`config.mk`:
```
export PLATFORM = sky130hd
export DESIGN_NAME = afe_ctrl
export DESIGN_NICKNAME = d
export VERILOG_FILES = /design/src/design/afe_pkg.sv /design/src/design/afe_ctrl.sv
export SDC_FILE = /design/constraint.sdc
export NUM_CORES = 1
export LEC_CHECK = 0
export BUFFER_PORTS_ARGS = -buffer_cell sky130_fd_sc_hd__buf_4
export CORE_MARGIN = 4
export CORE_UTILIZATION = 50
export CTS_BUF_LIST = sky130_fd_sc_hd__clkbuf_4
export DETAILED_ROUTE_END_ITERATION = 8
export PLACE_DENSITY = 0.69
export SLEW_MARGIN = 20
export SYNTH_ARGS = -nofsm -noshare
export SYNTH_HDL_FRONTEND = slang
export SYNTH_SLANG_ARGS = --single-unit
```
`constraint.sdc`:
```
create_clock -name aclk -period 3.4 [get_ports aclk]
set_input_delay 0.17 -clock aclk [delete_from_list [all_inputs] [get_ports aclk]]
set_output_delay 0.17 -clock aclk [all_outputs]
set_load 0.01 [all_outputs]
```
`src/design/afe_pkg.sv`:
```
package afe_pkg;

    localparam int WORD_BITS = 32;
    localparam int FRAC_BITS = 16;

    typedef logic signed [WORD_BITS-1:0] word_t;
    typedef logic signed [2*WORD_BITS-1:0] prod_t;

    localparam word_t FX_ONE = word_t'(64'sd1 <<< FRAC_BITS);

    // Command codes
    localparam logic [3:0] CMD_IDENTITY  = 4'd0;
    localparam logic [3:0] CMD_LOAD_ROW  = 4'd1;
    localparam logic [3:0] CMD_READ_ROW  = 4'd2;
    localparam logic [3:0] CMD_TRANSLATE = 4'd3;
    localparam logic [3:0] CMD_SCALE     = 4'd4;
    localparam logic [3:0] CMD_ROTATE    = 4'd5;
    localparam logic [3:0] CMD_INVERSE   = 4'd6;
    localparam logic [3:0] CMD_POINT     = 4'd7;
    localparam logic [3:0] CMD_VECTOR    = 4'd8;

    // Operand file layout: inputs, doubled quaternion products, rotation
    // matrix, copy of the translation column.
    localparam int OPF_DEPTH = 25;
    localparam logic [4:0] OPF_PROD = 5'd4;
    localparam logic [4:0] OPF_ROT  = 5'd13;
    localparam logic [4:0] OPF_TCOL = 5'd22;

    typedef enum logic [1:0] {XS_ONE, XS_M, XS_IN} xsel_t;
    typedef enum logic {YS_ONE, YS_OPF} ysel_t;
    typedef enum logic [1:0] {ACC_LOAD, ACC_ADD, ACC_SUB} acc_op_t;
    typedef enum logic [2:0] {WR_NONE, WR_M, WR_NM, WR_OPF, WR_RES} wr_sel_t;

    typedef struct packed {
        logic    capture;
        xsel_t   xsel;
        logic [3:0] xaddr;
        ysel_t   ysel;
        logic [4:0] oaddr;
        acc_op_t acc;
        wr_sel_t wsel;
        logic [4:0] waddr;
        logic    neg;
        logic    copy;
        logic    ident;
        logic    publish;
    } dp_cmd_t;

    typedef struct packed {
        logic out_valid;
    } dp_status_t;

endpackage

```
`src/design/afe_ctrl.sv`:
```
module afe_ctrl (
    input  logic                aclk,
    input  logic                aresetn,
    input  logic                in_valid,
    output logic                in_ready,
    input  logic [3:0]          in_command,
    input  logic [1:0]          in_row,
    input  afe_pkg::dp_status_t status,
    output afe_pkg::dp_cmd_t    cmd
);
    import afe_pkg::*;

    typedef enum logic [1:0] {ST_IDLE, ST_RUN, ST_GAP, ST_FIN} state_t;
    typedef enum logic [3:0] {
        PH_LOAD, PH_READ, PH_TRANS, PH_SCALE, PH_PROD, PH_RBLD, PH_MAC,
        PH_TCOPY, PH_TPOSE, PH_INV, PH_XFORM, PH_WLANE, PH_DONE
    } phase_t;

    state_t     state_reg, state_next;
    phase_t     phase_reg, phase_next;
    logic [3:0] op_reg, op_next;
    logic [1:0] row_reg, row_next;
    logic [4:0] e_reg, e_next;
    logic [1:0] k_reg, k_next;
    logic [4:0] e_last;
    logic [1:0] k_last;
    logic       is_point, wants_out, wants_copy;

    // Quaternion products: operand pairs, in slot order xx yy zz xy xz yz xw yw zw.
    function automatic logic [3:0] prod_pair(input logic [3:0] idx);
        case (idx)
            4'd0:    return {2'd0, 2'd0};
            4'd1:    return {2'd1, 2'd1};
            4'd2:    return {2'd2, 2'd2};
            4'd3:    return {2'd0, 2'd1};
            4'd4:    return {2'd0, 2'd2};
            4'd5:    return {2'd1, 2'd2};
            4'd6:    return {2'd0, 2'd3};
            4'd7:    return {2'd1, 2'd3};
            default: return {2'd2, 2'd3};
        endcase
    endfunction

    // Rotation build steps: {source slot (zero means 1.0), acc op, target (zero: none)}.
    function automatic logic [11:0] rbld_step(input logic [4:0] idx);
        case (idx)
            5'd0:    return {5'd0,  ACC_LOAD, 5'd0};
            5'd1:    return {5'd5,  ACC_SUB,  5'd0};
            5'd2:    return {5'd6,  ACC_SUB,  5'd13};
            5'd3:    return {5'd7,  ACC_LOAD, 5'd0};
            5'd4:    return {5'd12, ACC_SUB,  5'd14};
            5'd5:    return {5'd8,  ACC_LOAD, 5'd0};
            5'd6:    return {5'd11, ACC_ADD,  5'd15};
            5'd7:    return {5'd7,  ACC_LOAD, 5'd0};
            5'd8:    return {5'd12, ACC_ADD,  5'd16};
            5'd9:    return {5'd0,  ACC_LOAD, 5'd0};
            5'd10:   return {5'd4,  ACC_SUB,  5'd0};
            5'd11:   return {5'd6,  ACC_SUB,  5'd17};
            5'd12:   return {5'd9,  ACC_LOAD, 5'd0};
            5'd13:   return {5'd10, ACC_SUB,  5'd18};
            5'd14:   return {5'd8,  ACC_LOAD, 5'd0};
            5'd15:   return {5'd11, ACC_SUB,  5'd19};
            5'd16:   return {5'd9,  ACC_LOAD, 5'd0};
            5'd17:   return {5'd10, ACC_ADD,  5'd20};
            5'd18:   return {5'd0,  ACC_LOAD, 5'd0};
            5'd19:   return {5'd4,  ACC_SUB,  5'd0};
            default: return {5'd5,  ACC_SUB,  5'd21};
        endcase
    endfunction

    function automatic phase_t first_phase(input logic [3:0] op);
        case (op)
            CMD_LOAD_ROW:  return PH_LOAD;
            CMD_READ_ROW:  return PH_READ;
            CMD_TRANSLATE: return PH_TRANS;
            CMD_SCALE:     return PH_SCALE;
            CMD_ROTATE:    return PH_PROD;
            CMD_INVERSE:   return PH_TCOPY;
            CMD_POINT:     return PH_XFORM;
            CMD_VECTOR:    return PH_XFORM;
            default:       return PH_DONE;
        endcase
    endfunction

    function automatic phase_t follow_phase(input phase_t ph);
        case (ph)
            PH_PROD:  return PH_RBLD;
            PH_RBLD:  return PH_MAC;
            PH_TCOPY: return PH_TPOSE;
            PH_TPOSE: return PH_INV;
            PH_XFORM: return PH_WLANE;
            default:  return PH_DONE;
        endcase
    endfunction

    assign is_point   = (op_reg == CMD_POINT);
    assign wants_out  = (op_reg == CMD_READ_ROW) || (op_reg == CMD_POINT) ||
                        (op_reg == CMD_VECTOR);
    assign wants_copy = (op_reg == CMD_ROTATE) || (op_reg == CMD_INVERSE);
    assign in_ready   = (state_reg == ST_IDLE) && aresetn;

    always_comb begin
        case (phase_reg)
            PH_LOAD, PH_READ: begin e_last = 5'd3;  k_last = 2'd0; end
            PH_TRANS:         begin e_last = 5'd2;  k_last = 2'd1; end
            PH_SCALE:         begin e_last = 5'd11; k_last = 2'd0; end
            PH_PROD:          begin e_last = 5'd8;  k_last = 2'd1; end
            PH_RBLD:          begin e_last = 5'd20; k_last = 2'd0; end
            PH_MAC:           begin e_last = 5'd11; k_last = 2'd2; end
            PH_TCOPY:         begin e_last = 5'd2;  k_last = 2'd0; end
            PH_TPOSE:         begin e_last = 5'd11; k_last = 2'd0; end
            PH_INV:           begin e_last = 5'd2;  k_last = 2'd2; end
            PH_XFORM:         begin e_last = 5'd2;  k_last = 2'd3; end
            default:          begin e_last = 5'd0;  k_last = 2'd0; end
        endcase
    end

    // Sequencing
    always_comb begin
        state_next = state_reg;
        phase_next = phase_reg;
        op_next    = op_reg;
        row_next   = row_reg;
        e_next     = e_reg;
        k_next     = k_reg;
        case (state_reg)
            ST_IDLE: begin
                if (in_valid) begin
                    op_next    = in_command;
                    row_next   = in_row;
                    phase_next = first_phase(in_command);
                    e_next     = '0;
                    k_next     = '0;
                    if (in_command == CMD_IDENTITY)
                        state_next = ST_FIN;
                    else if (first_phase(in_command) != PH_DONE)
                        state_next = ST_RUN;
                end
            end
            ST_RUN: begin
                if (k_reg != k_last) begin
                    k_next = k_reg + 2'd1;
                end else begin
                    k_next = '0;
                    if (e_reg != e_last) begin
                        e_next = e_reg + 5'd1;
                    end else begin
                        e_next     = '0;
                        phase_next = follow_phase(phase_reg);
                        state_next = ST_GAP;
                    end
                end
            end
            ST_GAP: begin
                state_next = (phase_reg == PH_DONE) ? ST_FIN : ST_RUN;
            end
            ST_FIN: begin
                if (!(wants_out && status.out_valid))
                    state_next = ST_IDLE;
            end
            default: state_next = ST_IDLE;
        endcase
    end

    // Datapath command for this cycle
    always_comb begin
        logic [11:0] rb;
        logic [3:0]  pp;
        rb  = rbld_step(e_reg);
        pp  = prod_pair(e_reg[3:0]);
        cmd = '0;
        cmd.capture = (state_reg == ST_IDLE) && in_valid;
        if (state_reg == ST_RUN) begin
            case (phase_reg)
                PH_LOAD: begin
                    cmd.xsel  = XS_IN;
                    cmd.xaddr = {2'b00, e_reg[1:0]};
                    cmd.wsel  = WR_M;
                    cmd.waddr = {1'b0, row_reg, e_reg[1:0]};
                end
                PH_READ: begin
                    cmd.xsel  = XS_M;
                    cmd.xaddr = {row_reg, e_reg[1:0]};
                    cmd.wsel  = WR_RES;
                    cmd.waddr = e_reg;
                end
                PH_TRANS: begin
                    if (k_reg == 2'd0) begin
                        cmd.xsel  = XS_M;
                        cmd.xaddr = {e_reg[1:0], 2'b11};
                    end else begin
                        cmd.xsel  = XS_IN;
                        cmd.xaddr = {2'b00, e_reg[1:0]};
                        cmd.acc   = ACC_ADD;
                        cmd.wsel  = WR_M;
                        cmd.waddr = {1'b0, e_reg[1:0], 2'b11};
                    end
                end
                PH_SCALE: begin
                    cmd.xsel  = XS_M;
                    cmd.xaddr = e_reg[3:0];
                    cmd.ysel  = YS_OPF;
                    cmd.oaddr = {3'b000, e_reg[3:2]};
                    cmd.wsel  = WR_M;
                    cmd.waddr = e_reg;
                end
                PH_PROD: begin
                    cmd.xsel  = XS_IN;
                    cmd.xaddr = {2'b00, pp[3:2]};
                    cmd.ysel  = YS_OPF;
                    cmd.oaddr = {3'b000, pp[1:0]};
                    if (k_reg != 2'd0) begin
                        cmd.acc   = ACC_ADD;
                        cmd.wsel  = WR_OPF;
                        cmd.waddr = OPF_PROD + e_reg;
                    end
                end
                PH_RBLD: begin
                    cmd.xsel  = XS_ONE;
                    cmd.ysel  = (rb[11:7] == 5'd0) ? YS_ONE : YS_OPF;
                    cmd.oaddr = rb[11:7];
                    cmd.acc   = acc_op_t'(rb[6:5]);
                    if (rb[4:0] != 5'd0) begin
                        cmd.wsel  = WR_OPF;
                        cmd.waddr = rb[4:0];
                    end
                end
                PH_MAC: begin
                    cmd.xsel  = XS_M;
                    cmd.xaddr = {k_reg, e_reg[1:0]};
                    cmd.ysel  = YS_OPF;
                    cmd.oaddr = OPF_ROT + {2'b00, e_reg[3:2], 1'b0} +
                                {3'b000, e_reg[3:2]} + {3'b000, k_reg};
                    cmd.acc   = (k_reg == 2'd0) ? ACC_LOAD : ACC_ADD;
                    if (k_reg == 2'd2) begin
                        cmd.wsel  = WR_NM;
                        cmd.waddr = e_reg;
                    end
                end
                PH_TCOPY: begin
                    cmd.xsel  = XS_M;
                    cmd.xaddr = {e_reg[1:0], 2'b11};
                    cmd.wsel  = WR_OPF;
                    cmd.waddr = OPF_TCOL + e_reg;
                end
                PH_TPOSE: begin
                    // skip the translation column, filled in by the next phase
                    if (e_reg[1:0] != 2'b11) begin
                        cmd.xsel  = XS_M;
                        cmd.xaddr = {e_reg[1:0], e_reg[3:2]};
                        cmd.wsel  = WR_NM;
                        cmd.waddr = e_reg;
                    end
                end
                PH_INV: begin
                    cmd.xsel  = XS_M;
                    cmd.xaddr = {k_reg, e_reg[1:0]};
                    cmd.ysel  = YS_OPF;
                    cmd.oaddr = OPF_TCOL + {3'b000, k_reg};
                    cmd.acc   = (k_reg == 2'd0) ? ACC_LOAD : ACC_ADD;
                    if (k_reg == 2'd2) begin
                        cmd.wsel  = WR_NM;
                        cmd.waddr = {1'b0, e_reg[1:0], 2'b11};
                        cmd.neg   = 1'b1;
                    end
                end
                PH_XFORM: begin
                    cmd.xsel  = XS_M;
                    cmd.xaddr = {e_reg[1:0], k_reg};
                    cmd.ysel  = (k_reg == 2'd3 && is_point) ? YS_ONE : YS_OPF;
                    cmd.oaddr = {3'b000, k_reg};
                    cmd.acc   = (k_reg == 2'd0) ? ACC_LOAD : ACC_ADD;
                    if (k_reg == 2'd3) begin
                        cmd.wsel  = WR_RES;
                        cmd.waddr = e_reg;
                    end
                end
                PH_WLANE: begin
                    cmd.xsel  = XS_ONE;
                    cmd.ysel  = is_point ? YS_ONE : YS_OPF;
                    cmd.oaddr = 5'd3;
                    cmd.wsel  = WR_RES;
                    cmd.waddr = 5'd3;
                end
                default: ;
            endcase
        end else if (state_reg == ST_FIN && !(wants_out && status.out_valid)) begin
            cmd.copy    = wants_copy;
            cmd.ident   = (op_reg == CMD_IDENTITY);
            cmd.publish = wants_out;
        end
    end

    always_ff @(posedge aclk) begin
        if (!aresetn) begin
            state_reg <= ST_IDLE;
            phase_reg <= PH_DONE;
            op_reg    <= '0;
            row_reg   <= '0;
            e_reg     <= '0;
            k_reg     <= '0;
        end else begin
            state_reg <= state_next;
            phase_reg <= phase_next;
            op_reg    <= op_next;
            row_reg   <= row_next;
            e_reg     <= e_next;
            k_reg     <= k_next;
        end
    end

endmodule
```
# ---- Yosys cells after proc, flatten, opt, wreduce, memory -nomap -nowiden
# Memory sizes are Yosys's and may differ from the RTL's. A register that Yosys moved wholly into a read port is not among the register bits.
# Index checks and enable logic that the tools add are counted.
dict set report word_totals {
  output_inout_bits 28
  rom_bits 624
  register_bits 19
  memories 5
}
dict set report classes {
  add_sub_neg 8
  muxes 52
  reduce_logical 27
  eq_ne 31
}
# name words width rd rd_clocked_by_memory_dff wr line
set memory_table {}
lappend memory_table {{(no name shown)} 32 11 1 1 0 afe_ctrl.sv:46} ;# case (idx)
lappend memory_table {{(no name shown)} 16 7 1 1 0 afe_ctrl.sv:103} ;# case (phase_reg)
lappend memory_table {{(no name shown)} 16 4 1 0 0 afe_ctrl.sv:72} ;# case (op)
lappend memory_table {{(no name shown)} 16 4 1 0 0 afe_ctrl.sv:72}
lappend memory_table {{(no name shown)} 8 4 1 1 0 afe_ctrl.sv:31} ;# case (idx)
# cell n
set ops {}
lappend ops {{$pmux W8 S12} 1}
lappend ops {{$pmux W6 S7} 1}
lappend ops {{$mux W4} 9}
lappend ops {{$pmux W4 S9} 1}
lappend ops {{$mux W5} 6}
lappend ops {{$eq A4 B3 Y1 const B} 7}
lappend ops {{$eq A4 B4 Y1 const B} 6}
lappend ops {{$pmux W2 S4} 3}
lappend ops {{$mux W23} 1}
lappend ops {{$mux W7} 3}
lappend ops {{$pmux W4 S5} 1}
lappend ops {{$mux W2} 9}
lappend ops {{$mux W9} 2}
lappend ops {{$mux W8} 2}
lappend ops {{$eq A4 B2 Y1 const B} 3}
lappend ops {{$logic_not A4 Y1} 3}
lappend ops {{$mux W3} 4}
lappend ops {{$add A5 B2 Y5} 2}
lappend ops {{$ne A2 B2 Y1 const B} 5}
lappend ops {{$pmux W5 S2} 1}
lappend ops {{$eq A2 B2 Y1 const B} 4}
lappend ops {{$pmux W4 S2} 1}
lappend ops {{$mux W6} 1}
lappend ops {{$reduce_or A6 Y1} 1}
lappend ops {{other kinds (27)} 41}

# ---- Longest topological paths before layout
dict set report depth {
  ltp_word 9
  ltp_mapped 12
  depth_no_buf 12
}

# ---- Worst setup path before layout
# OpenSTA, ideal clock, no wires.
dict set report synth_path {
  kind {register -> register}
  from {reg e_reg[2]}
  to {reg with a tool-made name}
  arrival_ns 2.675
  stages_incl_launch_ff 12
  required_time_ns 3.339
  slack_ns 0.664
  period_less_slack_ns 2.736
  path_buffers 2
  cell_sequence {dfxtp_1 > buf_6 > or3_4 > a2111oi_4 > a21o_1 > buf_4 > nor2_1 > inv_1 > ha_1 > o31ai_1 > o31a_1 > o221a_1}
}
# item line
set synth_lines {}
lappend synth_lines {{start: declaration} afe_ctrl.sv:23} ;# logic [4:0] e_reg, e_next;
lappend synth_lines {{start signal: assignment} afe_ctrl.sv:307} ;# e_reg <= e_next;

==> impl_metrics.tcl <==
set metrics [dict create \
    ys.flop_type "sky130_fd_sc_hd__dfxtp_1" \
    clock_path_buffers 2 \
    max_freq_mhz 320 \
    avgViaCountPerCell 6.22 \
    arrival_ns 2.96 \
    worstSetupPathType "reg2out" \
    flow.area_growth_from_synthesis_pct 12.2 \
    routed_wl_mm 11.7 \
    power.net_switching_mw 1.17 \
    start_util_pct 52.0 \
    final.setup_skew_ns 0.0131 \
    path_cells "inv_1, fa_1, inv_1, ha_1, fa_1, xnor2_1, a22oi_1, nor2_1, buf_4" \
    mappedNetlistNets 545 \
    grt_max_degree 35 \
    gr-max-usage-layer "met2" \
    rr_startpoint "e_reg[2]" \
    min_period_over_period_pct 91.9 \
    diodes 0 \
    die_width_um 95.0 \
    timing.setup.tns_ns 0 \
    core.rowCount 31 \
    die_height_um 95.0 \
    slew_viol_final 0 \
    warnings_from_yosys 0 \
    die-area_um2 9030 \
    post_synth_inst_count 504 \
    cts_hold_repair_buffers 0 \
    run_status "finished clean" \
    floorplan.core_area_um2 7290 \
    power.share.combinational_pct 58.5 \
    drt_pass1_iterations 5 \
    hpwlAfterDp_mm 9.06 \
    design.portCount 38 \
    synth_top_cells_by_area "sky130_fd_sc_hd__dfxtp_1, sky130_fd_sc_hd__ha_1, sky130_fd_sc_hd__a21oi_1" \
    number_of_vias_after_detailed_routing 3934 \
    cts.sink_count 40 \
    synth_edf_count 0 \
    postSynthRegisterBits 40 \
    power_mw 2.44 \
    finalHoldViolCount 0 \
    clk_pin_slew_ns 0.12 \
    hold_path_startpoint "in_row[0]" \
    setup_ws_ns 0.275 \
    grt_pass1_wl_mm 18.6 \
    finish.net_count 573 \
    max-vdd-ir-drop_mv 0.292 \
    worstHoldPathType "in2reg" \
    fillCellCount 727 \
    layout.cells.most_common "sky130_fd_sc_hd__buf_4" \
    remaining_drc_errors 0 \
    grt_use_met3_pct 3.24 \
    final_critical_path_required_period_ns 3.13 \
    dr.first_iter.drc_count 343 \
    relSlewSlack_pct 41.6 \
    worst-endpoint-required_ns 3.23 \
    first_global_vias 3628 \
    critical_path.startpoint_type "flop" \
    power.clock.fraction_pct 12.7 \
    synth_area_um2 3790 \
    grt_usage_pct 26.3 \
    port_bufs 37 \
    worstSetupStartpoint "e_reg[2]" \
    power.sequential.fraction_pct 28.8 \
    cts.root.buffer_cell "sky130_fd_sc_hd__clkbuf_4" \
    final_layout_size_suffix_gt1_share_pct 15.6 \
    grt_antenna_before_repair 0 \
    netlist.area_leader.share_pct 21.1 \
    critPathCaptureType "output pin" \
    gr-total-overflow 0 \
    tritoncts.num_buffers 5 \
    grtUsageMet1_pct 37.1 \
    cts_post_setup_buffers_inserted 0 \
    max_cap_violations 0 \
    power.internal_mw 1.27 \
    setup_viol 0 \
    worst_path_largest_cell_delay_ns 0.62 \
    ratio_of_total_power_to_cell_area_nw_per_um2 575 \
    tritoncts "done" \
    power_switching_share_pct 48.1 \
    routabilityCongestion 0.965 \
    synthesis.area_per_instance_um2 7.52 \
    synthDominantAreaCellType "sky130_fd_sc_hd__dfxtp_1" \
    rsz0062_at_grt "no" \
    crit_path_top_delay_cell "sky130_fd_sc_hd__dfxtp_1" \
    ctsHtreeMaxLevel 2 \
    leakage_nw 1.73 \
    async_set_or_reset_register_ratio_after_synthesis_pct 0 \
    ant_nets 0 \
    worstSkewPairLatency_ns 0.35 \
    critical_path.max_fanout 11 \
    post_synthesis_sequential_area_ratio_pct 21.1 \
    global_route.usage.met2_pct 40.6 \
    worst_hold_slack_ns 0.0554 \
    synth.lib_cells_used.distinct 77 \
    cts.repair.resized 0 \
    final_cell_mix "sky130_fd_sc_hd__buf_4, sky130_fd_sc_hd__nor2_1, sky130_fd_sc_hd__nand2_1" \
    worst_pin_slew_ns 0.866 \
    wl_per_cell_um 18.5 \
    preCtsSetupSlack_ns 0.556 \
]
cell families (layout without fill, tap and decap cells):
logic type / count (synthesis) / count (layout) / synth area share (%)
DFF: 40 / 40 / 21.1
and+or+nand+nor: 177 / 177 / 22.8
buffers and inverters: 59 / 88 / 6.37
adders and majority gates: 32 / 32 / 10.9
xor gates and xnor gates: 15 / 15 / 3.67
muxes: 14 / 14 / 4.39
AOI/OAI and AO/OA: 167 / 167 / 30.7
power by group through the flow:
stage	clock, mW	sequential, mW	combinational [mW]
CTS	0.310	0.700	1.40
finish	0.310	0.703	1.43
global route	0.326	0.718	1.56
floorplan	0	0.645	1.09
detailed placement	0	0.711	1.39
global placement	0	0.710	1.38
metrics by stage:
stage / util [%] / std cells / area, um2
2_1_floorplan: - / 504 / 3790
3_3_place_gp: 57.2 / 624 / 4170
3_5_place_dp: 57.2 / 624 / 4170
4_1_cts: 58.3 / 632 / 4250
5_1_grt: 58.3 / 632 / 4250
6_report: 58.3 / 632 / 4250
synthesized netlist by cell type, types with 3 or more instances:
library cell,number
sky130_fd_sc_hd__a221o_1,3
sky130_fd_sc_hd__o2bb2ai_1,5
sky130_fd_sc_hd__buf_2,7
sky130_fd_sc_hd__o211a_1,3
sky130_fd_sc_hd__or3_1,3
sky130_fd_sc_hd__nand2b_1,13
sky130_fd_sc_hd__a21oi_1,46
sky130_fd_sc_hd__nand3_1,7
sky130_fd_sc_hd__o21a_1,5
sky130_fd_sc_hd__clkbuf_1,20
sky130_fd_sc_hd__ha_1,29
sky130_fd_sc_hd__xnor2_1,9
sky130_fd_sc_hd__inv_1,25
sky130_fd_sc_hd__and3_1,6
sky130_fd_sc_hd__mux2i_1,8
sky130_fd_sc_hd__o31ai_1,6
sky130_fd_sc_hd__nor3_1,14
sky130_fd_sc_hd__mux2_2,3
sky130_fd_sc_hd__a211oi_1,8
sky130_fd_sc_hd__nor2b_1,8
sky130_fd_sc_hd__o21ai_0,33
sky130_fd_sc_hd__a31oi_1,3
sky130_fd_sc_hd__o21bai_1,3
sky130_fd_sc_hd__a221oi_1,7
sky130_fd_sc_hd__o211ai_1,4
sky130_fd_sc_hd__xor2_1,5
sky130_fd_sc_hd__a22oi_1,6
sky130_fd_sc_hd__o22ai_1,3
sky130_fd_sc_hd__nor4_1,5
sky130_fd_sc_hd__nor2_1,51
sky130_fd_sc_hd__o31a_1,3
sky130_fd_sc_hd__and2_1,5
sky130_fd_sc_hd__dfxtp_1,40
sky130_fd_sc_hd__nand2_1,47
sky130_fd_sc_hd__buf_1,4
metal layers:
layer  vias up  wire length (um)  share of wire (%)
met5         -                 0                  0
met4         0               423                3.6
met3        42               788                6.7
met2       170              5240                 45
met1      1847              5230                 45
li1       1875                 -                  -
path summary, 6_finish.rpt:
kind	cells after the start	slack, ns	end
min	3	0.06	row_reg[0]
min reg2reg	2	0.52	row_reg[1]
max	9	0.27	cmd[17]
max reg2reg	9	0.46	flop
layout make-up:
class	instances	area (um2)	share of cell area, %
clock inverters	3	37.5	0.883
inverters	26	97.6	2.30
flip-flops and latches	40	801	18.8
repair buffers	54	405	9.54
multi-input cells	405	2750	64.6
well taps	99	124	2.92
clock buffers	5	37.5	0.883
critical path, delay by kind of cell (launching register included):
family | cells | cell delay, ns
fa+ha+maj | 3 | 1.16
flops | 1 | 0.62
buf+inv | 3 | 0.47
compound gates | 1 | 0.15
xor+xnor | 1 | 0.14
simple gates | 1 | 0.06
Note: power is estimated with default switching activity, not from simulation.
